File: src/rtl/assert_macros.svh
// Assertion macros used by the RTL of the voxel ray walker.
// Needs nothing but a SystemVerilog compiler with concurrent assertions.
`ifndef ASSERT_MACROS_SVH
`define ASSERT_MACROS_SVH

// Implication checked on every clock edge outside reset.
`define ASSERT_IMPL(label, clk, rst_n, ante, cons, msg) \
  label: assert property (@(posedge clk) disable iff (!rst_n) (ante) |-> (cons)) \
    else $error(msg);

// Implication whose consequent is checked in the cycle after the antecedent.
`define ASSERT_NEXT(label, clk, rst_n, ante, cons, msg) \
  label: assert property (@(posedge clk) disable iff (!rst_n) (ante) |=> (cons)) \
    else $error(msg);

`endif

File: src/rtl/vrt_pkg.sv
// Types and constants of the voxel ray walker.
// Used by vrt_div and voxel_ray_traversal; no dependencies.
package vrt_pkg;
  localparam int TW = 40;
  localparam logic [TW-1:0] TInf = {TW{1'b1}};
  localparam int MaxRes = 14;
  localparam int DivBits = 31;

  localparam logic [0:0] RegRadius = 1'b0;
  localparam logic [0:0] RegEye = 1'b1;

  typedef enum logic [1:0] {
    AxisX = 2'd0,
    AxisY = 2'd1,
    AxisZ = 2'd2
  } axis_e;

  typedef enum logic [4:0] {
    StIdle  = 5'b00001,
    StDiv   = 5'b00010,
    StStep  = 5'b00100,
    StOut   = 5'b01000,
    StSetup = 5'b10000
  } state_e;

  typedef struct packed {
    logic start;
    logic busy;
    logic done;
  } div_ctl_t;
endpackage

File: src/rtl/vrt_div.sv
// Restoring divider, one quotient bit per cycle, shared by all setup divisions.
// Depends on vrt_pkg.
module vrt_div import vrt_pkg::*; (
  input  logic                 clk_i,
  input  logic                 rst_ni,
  input  logic                 start_i,
  input  logic [DivBits-1:0]   num_i,
  input  logic [15:0]          den_i,
  output div_ctl_t             ctl_o,
  output logic [DivBits-1:0]   quo_o
);
  logic [DivBits-1:0] num_q, num_d;
  logic [16:0]        rem_q, rem_d;
  logic [15:0]        den_q;
  logic [4:0]         cnt_q, cnt_d;
  logic               busy_q, busy_d, done_q, done_d;
  logic [16:0]        trial;

  always_comb begin
    trial  = {rem_q[15:0], num_q[DivBits-1]};
    num_d  = num_q;
    rem_d  = rem_q;
    cnt_d  = cnt_q;
    busy_d = busy_q;
    done_d = 1'b0;
    if (start_i) begin
      num_d  = num_i;
      rem_d  = '0;
      cnt_d  = 5'(DivBits - 1);
      busy_d = 1'b1;
    end else if (busy_q) begin
      if (trial >= {1'b0, den_q}) begin
        rem_d = trial - {1'b0, den_q};
        num_d = {num_q[DivBits-2:0], 1'b1};
      end else begin
        rem_d = trial;
        num_d = {num_q[DivBits-2:0], 1'b0};
      end
      cnt_d = cnt_q - 5'd1;
      if (cnt_q == '0) begin
        busy_d = 1'b0;
        done_d = 1'b1;
      end
    end
  end

  always_ff @(posedge clk_i or negedge rst_ni) begin
    if (!rst_ni) begin
      busy_q <= 1'b0;
      done_q <= 1'b0;
      cnt_q  <= '0;
    end else begin
      busy_q <= busy_d;
      done_q <= done_d;
      cnt_q  <= cnt_d;
    end
  end

  always_ff @(posedge clk_i) begin
    num_q <= num_d;
    rem_q <= rem_d;
    if (start_i) den_q <= den_i;
  end

  assign ctl_o = '{start: start_i, busy: busy_q, done: done_q};
  assign quo_o = num_q;
endmodule

File: src/rtl/voxel_ray_traversal.sv
// Voxel ray walker top level: setup sequencer, DDA stepping and stream ports.
// Depends on vrt_pkg, vrt_div and assert_macros.svh.
//
// Usage: one ray enters on the s_axis channel as origin and direction. The
// block walks the voxel grid by 3D DDA and sends one transfer on m_axis for
// each cell entered, with tlast set on the final cell of the ray.
// Setup runs two divisions (tDelta and first-boundary distance) per moving
// axis, six at most, on one shared bit-serial divider; axes with a zero
// direction skip theirs. Each cell then passes through StStep, which picks
// the axis and advances, and StOut, which presents the result. A new ray is
// taken only once the last cell has been transferred.
// When the receiver holds m_axis_tready low, the walk waits with the cell
// held stable in the output register.
// The config channel writes the reach radius (index 0) and eye_height
// (index 1) and is always ready; it is to be used only between rays.
// Reset returns to idle with a reach radius of 4 and eye_height 384 (1.5).
// A radius of zero gives no cells; the ray then completes silently.
`include "assert_macros.svh"
module voxel_ray_traversal import vrt_pkg::*; #(
  parameter int FRAC_BITS = 8
) (
  input  logic        clk_i,
  input  logic        rst_ni,
  input  logic        s_axis_tvalid,
  output logic        s_axis_tready,
  // origin_x[23:0], origin_y[47:24], origin_z[71:48], dir_x[87:72],
  // dir_y[103:88], dir_z[119:104]
  input  logic [119:0] s_axis_tdata,
  output logic        m_axis_tvalid,
  input  logic        m_axis_tready,
  // cell_x[15:0], cell_y[31:16], cell_z[47:32], face_axis[49:48],
  // face_positive[50], step_index[54:51], zero fill [55]
  output logic [55:0] m_axis_tdata,
  output logic        m_axis_tlast,
  input  logic        cfg_valid_i,
  output logic        cfg_ready_o,
  input  logic        cfg_index_i,
  input  logic [9:0]  cfg_data_i
);
  localparam int PosW = 26 + FRAC_BITS;
  localparam logic [FRAC_BITS:0] One = (FRAC_BITS+1)'(1) << FRAC_BITS;

  logic [3:0]  radius_q;
  logic [9:0]  eye_q;
  state_e      state_q;
  logic [15:0] cell_q [3];
  logic [TW-1:0] tmax_q [3];
  logic [TW-1:0] tdel_q [3];
  logic [15:0] mag_q [3];
  logic [2:0]  neg_q, zero_q;
  logic [FRAC_BITS:0] bnd_q [3];
  logic [3:0]  cnt_q [3];
  logic [1:0]  dax_q;
  logic        dsel_q;
  logic [3:0]  n_q;
  logic [6:0]  lim_q;
  logic [15:0] out_cell_q [3];
  logic [1:0]  out_ax_q;
  logic        out_pos_q, out_last_q;
  logic [3:0]  out_idx_q;

  div_ctl_t div_ctl;
  logic [DivBits-1:0] quo;
  logic        div_start;
  logic [DivBits-1:0] div_num;

  assign cfg_ready_o = 1'b1;
  assign s_axis_tready = (state_q == StIdle);

  always_ff @(posedge clk_i or negedge rst_ni) begin
    if (!rst_ni) begin
      radius_q <= 4'd4;
      eye_q    <= 10'd384;
    end else if (cfg_valid_i) begin
      case (cfg_index_i)
        RegRadius: radius_q <= cfg_data_i[3:0];
        RegEye:    eye_q    <= cfg_data_i;
        default:   ;
      endcase
    end
  end

  // Axis choice and the sum of squared step counts after the step.
  logic [1:0] ax;
  logic [3:0] ncnt [3];
  logic [7:0] sq;
  logic [TW:0] tsum;
  always_comb begin
    if (tmax_q[0] < tmax_q[1] && tmax_q[0] < tmax_q[2]) ax = AxisX;
    else if (tmax_q[1] < tmax_q[2]) ax = AxisY;
    else ax = AxisZ;
    for (int a = 0; a < 3; a++) ncnt[a] = cnt_q[a] + 4'(ax == 2'(a));
    sq = 8'(ncnt[0]) * 8'(ncnt[0]) + 8'(ncnt[1]) * 8'(ncnt[1]) +
         8'(ncnt[2]) * 8'(ncnt[2]);
    tsum = {1'b0, tmax_q[ax]} + {1'b0, tdel_q[ax]};
  end

  assign div_num = dsel_q ? DivBits'(bnd_q[dax_q]) << (30 - FRAC_BITS)
                          : DivBits'(1) << 30;
  assign div_start = (state_q == StSetup);

  vrt_div u_div (
    .clk_i, .rst_ni,
    .start_i(div_start), .num_i(div_num), .den_i(mag_q[dax_q]),
    .ctl_o(div_ctl), .quo_o(quo)
  );

  // Next axis with a division to run, starting at axis a.
  function automatic logic [2:0] next_ax(input logic [1:0] a, input logic [2:0] z);
    logic [2:0] r;
    r = 3'd3;
    for (int k = 2; k >= 0; k--) if (k >= int'(a) && !z[k]) r = 3'(k);
    return r;
  endfunction

  logic [PosW-1:0] p [3];
  logic signed [15:0] d [3];
  logic [2:0] nx0;
  always_comb begin
    p[0] = PosW'(signed'(s_axis_tdata[23:0]));
    p[1] = PosW'(signed'(s_axis_tdata[47:24])) + PosW'(eye_q);
    p[2] = PosW'(signed'(s_axis_tdata[71:48]));
    d[0] = s_axis_tdata[87:72];
    d[1] = s_axis_tdata[103:88];
    d[2] = s_axis_tdata[119:104];
    nx0 = next_ax(2'd0, {d[2] == 0, d[1] == 0, d[0] == 0});
  end

  always_ff @(posedge clk_i or negedge rst_ni) begin
    if (!rst_ni) begin
      state_q <= StIdle;
      m_axis_tvalid <= 1'b0;
    end else begin
      case (state_q)
        StIdle: if (s_axis_tvalid) begin
          state_q <= (nx0 == 3'd3) ? StStep : StSetup;
        end
        StSetup: state_q <= StDiv;
        StDiv: if (div_ctl.done) begin
          if (!dsel_q) state_q <= StSetup;
          else if (next_ax(dax_q + 2'd1, zero_q) == 3'd3 || dax_q == 2'd2) state_q <= StStep;
          else state_q <= StSetup;
        end
        StStep: begin
          if (lim_q == '0) state_q <= StIdle;
          else begin
            state_q <= StOut;
            m_axis_tvalid <= 1'b1;
          end
        end
        StOut: if (m_axis_tready) begin
          m_axis_tvalid <= 1'b0;
          state_q <= out_last_q ? StIdle : StStep;
        end
        default: state_q <= StIdle;
      endcase
    end
  end

  always_ff @(posedge clk_i) begin
    case (state_q)
      StIdle: begin
        for (int a = 0; a < 3; a++) begin
          cell_q[a] <= 16'(p[a] >> FRAC_BITS);
          neg_q[a]  <= d[a][15];
          zero_q[a] <= (d[a] == 0);
          mag_q[a]  <= d[a][15] ? 16'(-d[a]) : d[a];
          bnd_q[a]  <= !d[a][15] ? One - (FRAC_BITS+1)'(p[a][FRAC_BITS-1:0]) :
                       (p[a][FRAC_BITS-1:0] == 0 ? One : (FRAC_BITS+1)'(p[a][FRAC_BITS-1:0]));
          tmax_q[a] <= TInf;
          tdel_q[a] <= TInf;
          cnt_q[a]  <= '0;
        end
        dax_q  <= nx0[1:0];
        dsel_q <= 1'b0;
        n_q    <= '0;
        lim_q  <= (radius_q > 4'd8) ? 7'd64 : 7'(radius_q) * 7'(radius_q);
      end
      StDiv: if (div_ctl.done) begin
        if (!dsel_q) begin
          tdel_q[dax_q] <= TW'(quo);
          dsel_q <= 1'b1;
        end else begin
          tmax_q[dax_q] <= TW'(quo);
          dsel_q <= 1'b0;
          if (dax_q != 2'd2) begin
            logic [2:0] nx;
            nx = next_ax(dax_q + 2'd1, zero_q);
            if (nx != 3'd3) dax_q <= nx[1:0];
          end
        end
      end
      StStep: if (!(lim_q == 0)) begin
        tmax_q[ax] <= (tsum >= {1'b0, TInf}) ? TInf : tsum[TW-1:0];
        cell_q[ax] <= zero_q[ax] ? cell_q[ax] : (neg_q[ax] ? cell_q[ax] - 16'd1
                                                            : cell_q[ax] + 16'd1);
        for (int a = 0; a < 3; a++) begin
          cnt_q[a] <= ncnt[a];
          out_cell_q[a] <= (a == int'(ax)) ?
            (zero_q[ax] ? cell_q[ax] : (neg_q[ax] ? cell_q[ax] - 16'd1 : cell_q[ax] + 16'd1))
            : cell_q[a];
        end
        out_ax_q   <= ax;
        out_pos_q  <= neg_q[ax] && !zero_q[ax];
        out_idx_q  <= n_q;
        out_last_q <= ({1'b0, sq} >= {2'b0, lim_q}) || (n_q == 4'(MaxRes - 1));
        n_q <= n_q + 4'd1;
      end
      default: ;
    endcase
  end

  assign m_axis_tdata = {1'b0, out_idx_q, out_pos_q, out_ax_q,
                         out_cell_q[2], out_cell_q[1], out_cell_q[0]};
  assign m_axis_tlast = out_last_q;

  `ASSERT_IMPL(a_busy_not_ready, clk_i, rst_ni, state_q != StIdle, !s_axis_tready,
               "input ready while a ray is being walked")
  `ASSERT_IMPL(a_valid_in_out, clk_i, rst_ni, m_axis_tvalid, state_q == StOut,
               "output valid outside the output state")
  `ASSERT_NEXT(a_div_done, clk_i, rst_ni, div_ctl.done, !div_ctl.busy,
               "divider busy after completion")
  `ASSERT_IMPL(a_idx_range, clk_i, rst_ni, m_axis_tvalid, out_idx_q < 4'(MaxRes),
               "step index beyond the result limit")
endmodule

File: config.mk
export PLATFORM = sky130hd
export DESIGN_NAME = voxel_ray_traversal
export DESIGN_NICKNAME = d
export VERILOG_FILES = /design/src/rtl/vrt_pkg.sv /design/src/rtl/vrt_div.sv /design/src/rtl/voxel_ray_traversal.sv
export VERILOG_INCLUDE_DIRS = /design/src /design/src/rtl
export SDC_FILE = /design/constraint.sdc
export NUM_CORES = 1
export LEC_CHECK = 0
export CAP_MARGIN = 25
export CORE_UTILIZATION = 50
export DETAILED_ROUTE_END_ITERATION = 7
export DONT_BUFFER_PORTS = 1
export SLEW_MARGIN = 0
export SYNTH_ARGS = -nofsm -noshare
export SYNTH_HDL_FRONTEND = slang
export SYNTH_SLANG_ARGS = --single-unit
File: constraint.sdc
create_clock -name clk_i -period 16.1 [get_ports clk_i]
set_input_delay 1.61 -clock clk_i [delete_from_list [all_inputs] [get_ports clk_i]]
set_output_delay 1.61 -clock clk_i [all_outputs]
set_load 0.05 [all_outputs]
Word-level counts from Yosys, hierarchy flattened

Memories as Yosys holds them, arrays and structs flattened. A register that Yosys moved wholly into a read port is not among the register bits.
Cells that the tools add are included.
Widths: inputs -> output; s select.

Add/subtract/negate cells: 19
Multipliers: 4
Order comparisons: 11
Eq/ne operators: 22
Multiplexer cells: 97
Bitwise gates (word level): 5
Reductions and logical operators: 37

Operator list:

| kind                  | count |
|---|---|
| $mux 16               | 10 |
| $mux 40               | 4 |
| $lt 40x40->1          | 3 |
| $reduce_or 40->1      | 3 |
| $logic_not 32->1      | 3 |
| $mux 31               | 3 |
| $mux 9                | 6 |
| $neg 16->16           | 3 |
| $add 40x40->41        | 1 |
| $ge 41x40->1 const B  | 1 |
| $mux 5                | 8 |
| $mux 3                | 12 |
| $mux 1                | 31 |
| $sub 9x8->9 const A   | 3 |
| $pmux 5 s5            | 1 |
| $add 24x11->24        | 1 |
| $logic_not 8->1       | 3 |
| $mul 4x4->8           | 3 |
| $mux 2                | 11 |
| $mux 4                | 5 |
| $ge 17x16->1          | 1 |
| $add 16x1->16 const B | 1 |
| $add 8x8->8           | 2 |
| $reduce_or 16->1      | 1 |
| other kinds (41)      | 75 |

Register bits: 102
RAM bits: 423
Input port bits: 136
Output and inout port bits: 60
Word-level logic and storage cells: 221
Memories: 7

Memories:

| memory          | words | width | rd ports | clocked after Yosys merged registers in | wr ports | line                      | source |
|---|---|---|---|---|---|---|---|
| tdel_q          | 3     | 40    | 1        | 0                                       | 3        | voxel_ray_traversal.sv:48 | `logic [TW-1:0] tdel_q [3];` |
| tmax_q          | 3     | 40    | 4        | 0                                       | 3        | voxel_ray_traversal.sv:47 | `logic [TW-1:0] tmax_q [3];` |
| cell_q          | 3     | 16    | 4        | 0                                       | 3        | voxel_ray_traversal.sv:46 | `logic [15:0] cell_q [3];` |
| mag_q           | 3     | 16    | 1        | 1                                       | 3        | voxel_ray_traversal.sv:49 | `logic [15:0] mag_q [3];` |
| out_cell_q      | 3     | 16    | 3        | 0                                       | 3        | voxel_ray_traversal.sv:57 | `logic [15:0] out_cell_q [3];` |
| bnd_q           | 3     | 9     | 1        | 1                                       | 3        | voxel_ray_traversal.sv:51 | `logic [FRAC_BITS:0] bnd_q [3];` |
| 1 more memories | n/a   | n/a   | n/a      | n/a                                     | n/a      | n/a                       |  |

Longest topological paths before layout

Gate-level depths: netlist of run 1.

Depth in word-level cells: 17
Depth in mapped cells: 35
Mapped depth without buffers: 34

Hierarchy

A second synthesis of run 1 with hierarchy kept.

Cell total of the unflattened synthesis: 3241
Area, all modules: 32658.8 um^2

Modules (own cells, without submodules):

| module              | times used | cells each | area an instance (um^2) | sequential area each (um^2) |
|---|---|---|---|---|
| voxel_ray_traversal | 1          | 2892       | 28768.8                 | 13307.8 |
| vrt_div             | 1          | 349        | 3890.0                  | 1906.8 |

Least setup slack after synthesis of run 1

No wires, ideal clock.

Path type: reg2reg
From: mem tmax_q[1][22]
To: reg out_last_q (netlist: m_axis_tlast) (data pin)
Data arrival time: 6.876 ns
Required time: 15.837 ns
Setup slack: 8.961 ns
Cell stages (with the launch flop): 32
Path through: edfxtp_1 ha_1 nand4_1 nor3_1 a221o_1 a211o_1 a211oi_2 buf_6 inv_1 nand2_1 inv_1 ha_1 ha_1 xnor2_1 inv_1 and2_1 inv_1 fa_1 fa_1 inv_1 fa_1 inv_1 fa_1 fa_1 inv_1 ha_1 a31oi_1 xnor2_1 ha_1 nor2b_1 o21ai_0 nand3_1

RTL lines:

| element                | line                       | source |
|---|---|---|
| start: declaration     | voxel_ray_traversal.sv:47  |  |
| end signal: assignment | voxel_ray_traversal.sv:206 | `out_last_q <= ({1'b0, sq} >= {2'b0, lim_q}) \|\| (n_q == 4'(MaxRes - 1));` |
| end: declaration       | voxel_ray_traversal.sv:59  | `logic out_pos_q, out_last_q;` |

==> metrics.txt, run 1 <==
kind of critical path=flip-flop to flip-flop; Worst Hold End=tdel_q[0][38]; Mapped Cells=3,194; Final Cycle Share=56.4%; endpoints failing hold=0; first-pass GRT wire length=123,000 um; Placer Congestion=0.877; Max-Slew Margin vs Limit=31.0%; crit path DAT=9440 ps; RSZ-0062 raised after global routing=false; Num CTS Buffers=58; synthesized cell area=0.0319 sq mm; fin crit period=9070 ps; vias in the first global route=22,500; die area=0.0647 sq mm; area delta synth->final=8.90%; EDFF count, synth=470; register bit total from synthesis=518; Hold Crit Depth=2; commonest non-fill, non-tap cell in the layout=nand2_1; CP Launch Type=flip-flop; crit path max fanout=30; Max Freq=0.110 GHz; # rows=92; worst ir drop on vdd=0.316 mV; sequential share of the synthesized area=47.8%; placed inst area=0.0327 sq mm; area share of the largest cell type after synthesis=44.3%; Worst Setup End Kind=flip-flop; Skew-Pair Late Insertion Delay=630 ps; TNS Setup=0 ps; die width=254 um; H-tree Lvls=2; Most common cell on crit path=inv_1; Clock Tree Buf Depth=3; CTS resizes=0; clk root buf=clkbuf_16; syn_area_per_cell=9.98 sq um; clock slew at reported path FFs=60 ps; final setup violating endpoints=0; Via Count=22,800; slowest cell delay on critical path=890 ps; reg2reg setup slack=7030 ps; Avg Vias per Cell=5.65; LEAKAGE=13.7 nW; Net Count, Synth=3,603; die height=254 um; hold_sp=tdel_q[0][38]; gr usage total=24.5%; routed len/inst=19.8 um; synth unique cells=81; Main synth FF type=edfxtp_1; ANT nets after route=0; Post-DP HPWL=56,800 um; max-cap viol count=0; Starting Density=50.6%; Hold/Removal Path Class=flip-flop to flip-flop; outcome=finished clean; worst r2r path cells=30; DR DRC count=0; remaining global-route overflow=0; reg-to-reg critical path startpoint=tmax_q[0][29]; Req. time, crit path=16,470 ps; Ys Warns=0; power after layout=6.88 mW; Slew @ Worst Pin=1020 ps; Post-Route WL=79,900 um; drt first pass iters=5; I/O Buffers=0; Async SR Flop Fraction=5.21%; core area=0.0630 sq mm; initial antenna violation count=2; PD cells=198 mW/mm^2; Synth area leader=edfxtp_1; initial DRC count=1,727; commonest cells after routing, fill and taps aside=nand2_1, edfxtp_1, ha_1; largest net degree at the start of global routing=130; Post-CTS Setup Bufs=0; CTS tree=done; fin nets=3,556; # hold bufs at CTS=0; post-route cell area=0.0347 sq mm; top cells by area, synth=edfxtp_1, ha_1, nand2_1, mux2i_1, a21oi_1; FF-to-FF End=m_axis_tlast; layout cell share with drive strength beyond 1=6.29%; I/O pin count=196; Post-Route Skew=16.4 ps; slowest CP cell=nand2_1; Sink Count=518; max-slew violation count=0
[cell usage after synthesis (7+ instances only)]
cell type,n
nand2_1,574
edfxtp_1,470
ha_1,246
a21oi_1,221
inv_1,217
nor2_1,212
o21ai_0,193
mux2i_1,125
clkbuf_1,115
xnor2_1,114
a21o_1,54
xor2_1,48
and2_1,38
nor3_1,38
nand4_1,36
mux2_2,35
nand3_1,33
o22ai_1,32
fa_1,27
nor2b_1,25
a31oi_1,24
dfrtp_1,23
nand2b_1,23
dfxtp_1,21
o31ai_1,19
o21ai_1,17
buf_2,16
nor4_1,15
o21a_1,15
o21bai_1,15
or2_2,12
and3_1,11
o211ai_1,11
or3_1,8
a211oi_1,7
or4_1,7
[where the power goes]
group | switching [mW] | total [mW] | internal [mW] | leakage (nW)
Combinational | 1.91 | 3.10 | 1.19 | 8.05
Sequential | 0.232 | 2.38 | 2.15 | 4.72
Clock | 0.561 | 1.39 | 0.833 | 0.976
Total | 2.70 | 6.88 | 4.18 | 13.7
[cells by family (layout without fill, tap and decap cells)]
family / Yosys count / in the layout / share of synthesized area (%)
other: 2 / 3 / 0.0236
XOR/XNOR: 163 / 163 / 4.50
adder cells (fa/ha/maj): 273 / 273 / 11.4
buffers and inverters: 359 / 360 / 4.35
multiplexers: 160 / 160 / 5.16
AND/OR/NAND/NOR: 1054 / 1054 / 14.5
flip-flops: 518 / 518 / 47.8
AO/OA/AOI/OAI: 665 / 665 / 12.4
[worst max path at each step]
| stage | cells past startpoint | startpoint | endpoint | slack [ps] |
|---|---|---|---|---|
| 6_report | 30 | tmax_q[0][29] | m_axis_tlast | 7030 |
| 5_1_grt | 31 | tmax_q[1][25] | m_axis_tlast | 6500 |
| 4_1_cts | 30 | tmax_q[0][29] | m_axis_tlast | 7010 |
| 3_5_place_dp | 30 | tmax_q[0][29] | m_axis_tlast | 7050 |
| 3_3_place_gp | 30 | tmax_q[0][29] | m_axis_tlast | 7210 |
| 2_1_floorplan | 31 | tmax_q[1][22] | m_axis_tlast | 8960 |
[sequential cells by signal, summed over array words and instances, names as in the netlist, 16 cells and up, named ones only]
name	count
u_div.den_q	16
bnd_q	27
mag_q	48
out_cell_q	48
tdel_q	96
u_div.rem_q	16
tmax_q	120
cell_q	48
u_div.quo_o	31
[through the flow]
step,hold WS (ps),utilization (%),worst slack [ps],instances
finish,472,55.1,7030,4042
global route,518,55.1,6500,4041
floorplan,440,-,8960,3194
global placement,452,51.9,7210,3931
CTS,479,55.1,7010,4040
detailed placement,463,51.9,7050,3932
[per-layer routing]
metal | global-route usage (%) | wire length (um) | vias up
met5 | 0 | 13 | -
met4 | 6.45 | 1860 | 2
met3 | 5.23 | 5600 | 113
met2 | 40.0 | 37100 | 581
met1 | 33.0 | 35300 | 10900
li1 | - | - | 11200
[final cells by class]
type,instances,area (sq um)
clock buffers,76,1610
fillers,5561,28300
multi-input cells,2317,15300
clock inverters,32,393
repair buffers,34,300
diodes,1,2.50
well taps,846,1060
flip-flops and latches,518,15200
inverters,218,823
[critical path: cells and delay by family, from the launching register on]
family / cells / cell delay [ps]
AOI/OAI and AO/OA: 5 / 1140
and+or+nand+nor: 7 / 2340
buffers and inverters: 6 / 620
DFF: 1 / 440
adders and majority gates: 10 / 3810
xor gates and xnor gates: 2 / 450
No activity file was read; power rests on OpenSTA's default activity.
==> run 2, diff against run 1 <==
Settings changed: ABC_AREA set to 1, PLACE_DENSITY set to 0.68.
Clock period 16.1 ns to 8.3 ns, I/O delays scaled along.
==> run 2 against run 1 <==
Net effect: clock skew is 22 ps higher; die area rose by 3.1%; design area increased by 3.2%; maximum frequency is 28% higher; clock power grew 95%; critical path depth is 5 higher; largest cell class unchanged.
==> metrics.txt, run 2 <==
DR DRC count=0; Max Freq=0.141 GHz; layout cell share with drive strength beyond 1=6.52%; met1 Track Usage GR=37.3%; max-slew violation count=0; Slew @ Worst Pin=1060 ps; die area=0.0668 sq mm; largest registers=tmax_q x120, tdel_q x96; # hold bufs at CTS=2; CTS tree=done; clock slew at reported path FFs=70 ps; I/O pin count=196; die height=258 um; power after layout=17.5 mW; routed len/inst=19.4 um; area share of the largest cell type after synthesis=42.9%; Skew-Pair Late Insertion Delay=650 ps; max reg flops=120; RSZ-0062 raised after global routing=false; LEAKAGE=15.4 nW; Net Count, Synth=4,180; fin nets=4,148; vias in the first global route=24,900; die width=258 um; top cell types by occurrence after synthesis=nand2_1, inv_1, edfxtp_1; I/O Buffers=0; CP Launch Type=flip-flop; remaining global-route overflow=0; Post-Route Skew=38.7 ps; slowest CP cell=fa_1; pre-CTS setup slack=1230 ps; fin crit period=7080 ps; CTS resizes=0; sequential share of the synthesized area=46.3%; Post-CTS Setup Bufs=0; worst ir drop on vdd=0.566 mV; Starting Density=50.8%; Largest Register=tmax_q; ANT nets after route=0; # fillers=5,816; register bit total from synthesis=518; # rows=93; Ys Warns=0; met3 usage=3.56%; Main synth FF type=edfxtp_1; commonest cells after routing, fill and taps aside=nand2_1, inv_1, edfxtp_1; endpoints failing hold=0; Post-DP HPWL=64,900 um; placed inst area=0.0338 sq mm; initial DRC count=2,497; Worst Setup End Kind=flip-flop; Placer Congestion=0.988; drt first pass iters=6; max-cap viol count=0; top cells by area, synth=edfxtp_1, nand2_1, ha_1, inv_1, o21ai_0; post-route cell area=0.0358 sq mm; final hold slack=35.9 ps; H-tree Lvls=2; synth unique cells=61; PD cells=489 mW/mm^2; slowest cell delay on critical path=530 ps; Avg Vias per Cell=5.60; Worst Slack Setup Final=1220 ps; synthesized cell area=0.0329 sq mm; first-pass GRT wire length=139,000 um; syn_area_per_cell=8.72 sq um; most used routing layer=met2; core area=0.0647 sq mm; gr usage total=26.8%; clk root buf=clkbuf_16; Clock Tree Buf Depth=3; kind of critical path=flip-flop to flip-flop; Synth area leader=edfxtp_1; Via Count=26,000; Req. time, crit path=8680 ps; met2 Usage GRT=44.0%; EDFF count, synth=470; crit path max fanout=19; commonest non-fill, non-tap cell in the layout=nand2_1; Hold/Removal Path Class=input port to async pin; TNS Setup=0 ps; Post-Route WL=90,200 um; outcome=finished clean; final setup violating endpoints=0; Num CTS Buffers=57; crit path DAT=7460 ps; Final Cycle Share=85.3%; largest net degree at the start of global routing=66; Sink Count=518; Mapped Cells=3,771; Async SR Flop Fraction=5.21%; top-count cell post-synth=nand2_1; area delta synth->final=8.95%; initial antenna violation count=0; Most common cell on crit path=nand2_1; ant diodes=0; Max-Slew Margin vs Limit=29.1%
run 2: critical path, delay by kind of cell (launching register included):
kind,cells,cell delay (ps)
xor gates and xnor gates,1,160
and+or+nand+nor,16,1880
buffers and inverters,5,290
adders and majority gates,9,3460
DFF,1,420
AOI/OAI and AO/OA,4,600
run 2: kinds of logic after synthesis:
| logic type | synth area share (%) |
|---|---|
| simple gates | 19.6 |
| compound gates | 11.7 |
| buf+inv | 7.40 |
| flops | 46.3 |
| fa+ha+maj | 11.0 |
| xor+xnor | 3.78 |
| mux | 0.206 |
| other cells | 0.0229 |
run 2: worst paths after layout:
kind | from | end | slack, ps | cells past startpoint
max in group asynchronous | rst_ni | state_q[3] | 7370 | 2
hold reg to reg | u_div.rem_q[11] | u_div.rem_q[11] | 480 | 2
min in group clk_i | s_axis_tdata[88] | mag_q[1][0] | 280 | 0
setup reg to reg | tmax_q[0][29] | m_axis_tlast | 1220 | 35
setup / recovery | tmax_q[0][29] | m_axis_tlast | 1220 | 35
hold / removal | rst_ni | radius_q[2] | 40 | 0
run 2: report_power, final:
| part | internal [mW] | leakage (nW) | switching, mW |
|---|---|---|---|
| clock network | 1.59 | 0.974 | 1.12 |
| registers | 4.28 | 4.67 | 0.391 |
| logic | 3.39 | 9.78 | 6.73 |
| total | 9.27 | 15.4 | 8.24 |
run 2: routing by layer:
| layer | wire length (um) | vias to the layer above |
|---|---|---|
| met5 | 0 | - |
| met4 | 2030 | 0 |
| met3 | 7100 | 129 |
| met2 | 41900 | 988 |
| met1 | 39200 | 12300 |
| li1 | - | 12600 |
run 2: stage by stage:
stage	util (%)	cells
after floorplan	-	3771
after global placement	52.2	4533
after detailed placement	52.2	4533
after CTS	55.3	4642
after global routing	55.3	4642
final	55.3	4642
run 2: layout make-up:
cell class | instances | area, sq um | share of cell area (%)
Clock buffer | 62 | 1460 | 4.06
Clock inverter | 45 | 563 | 1.57
Multi-Input combinational cell | 2621 | 15300 | 42.8
Sequential cell | 518 | 15200 | 42.5
Timing Repair Buffer | 33 | 263 | 0.734
Tap cell | 855 | 1070 | 2.99
Inverter | 508 | 1910 | 5.33
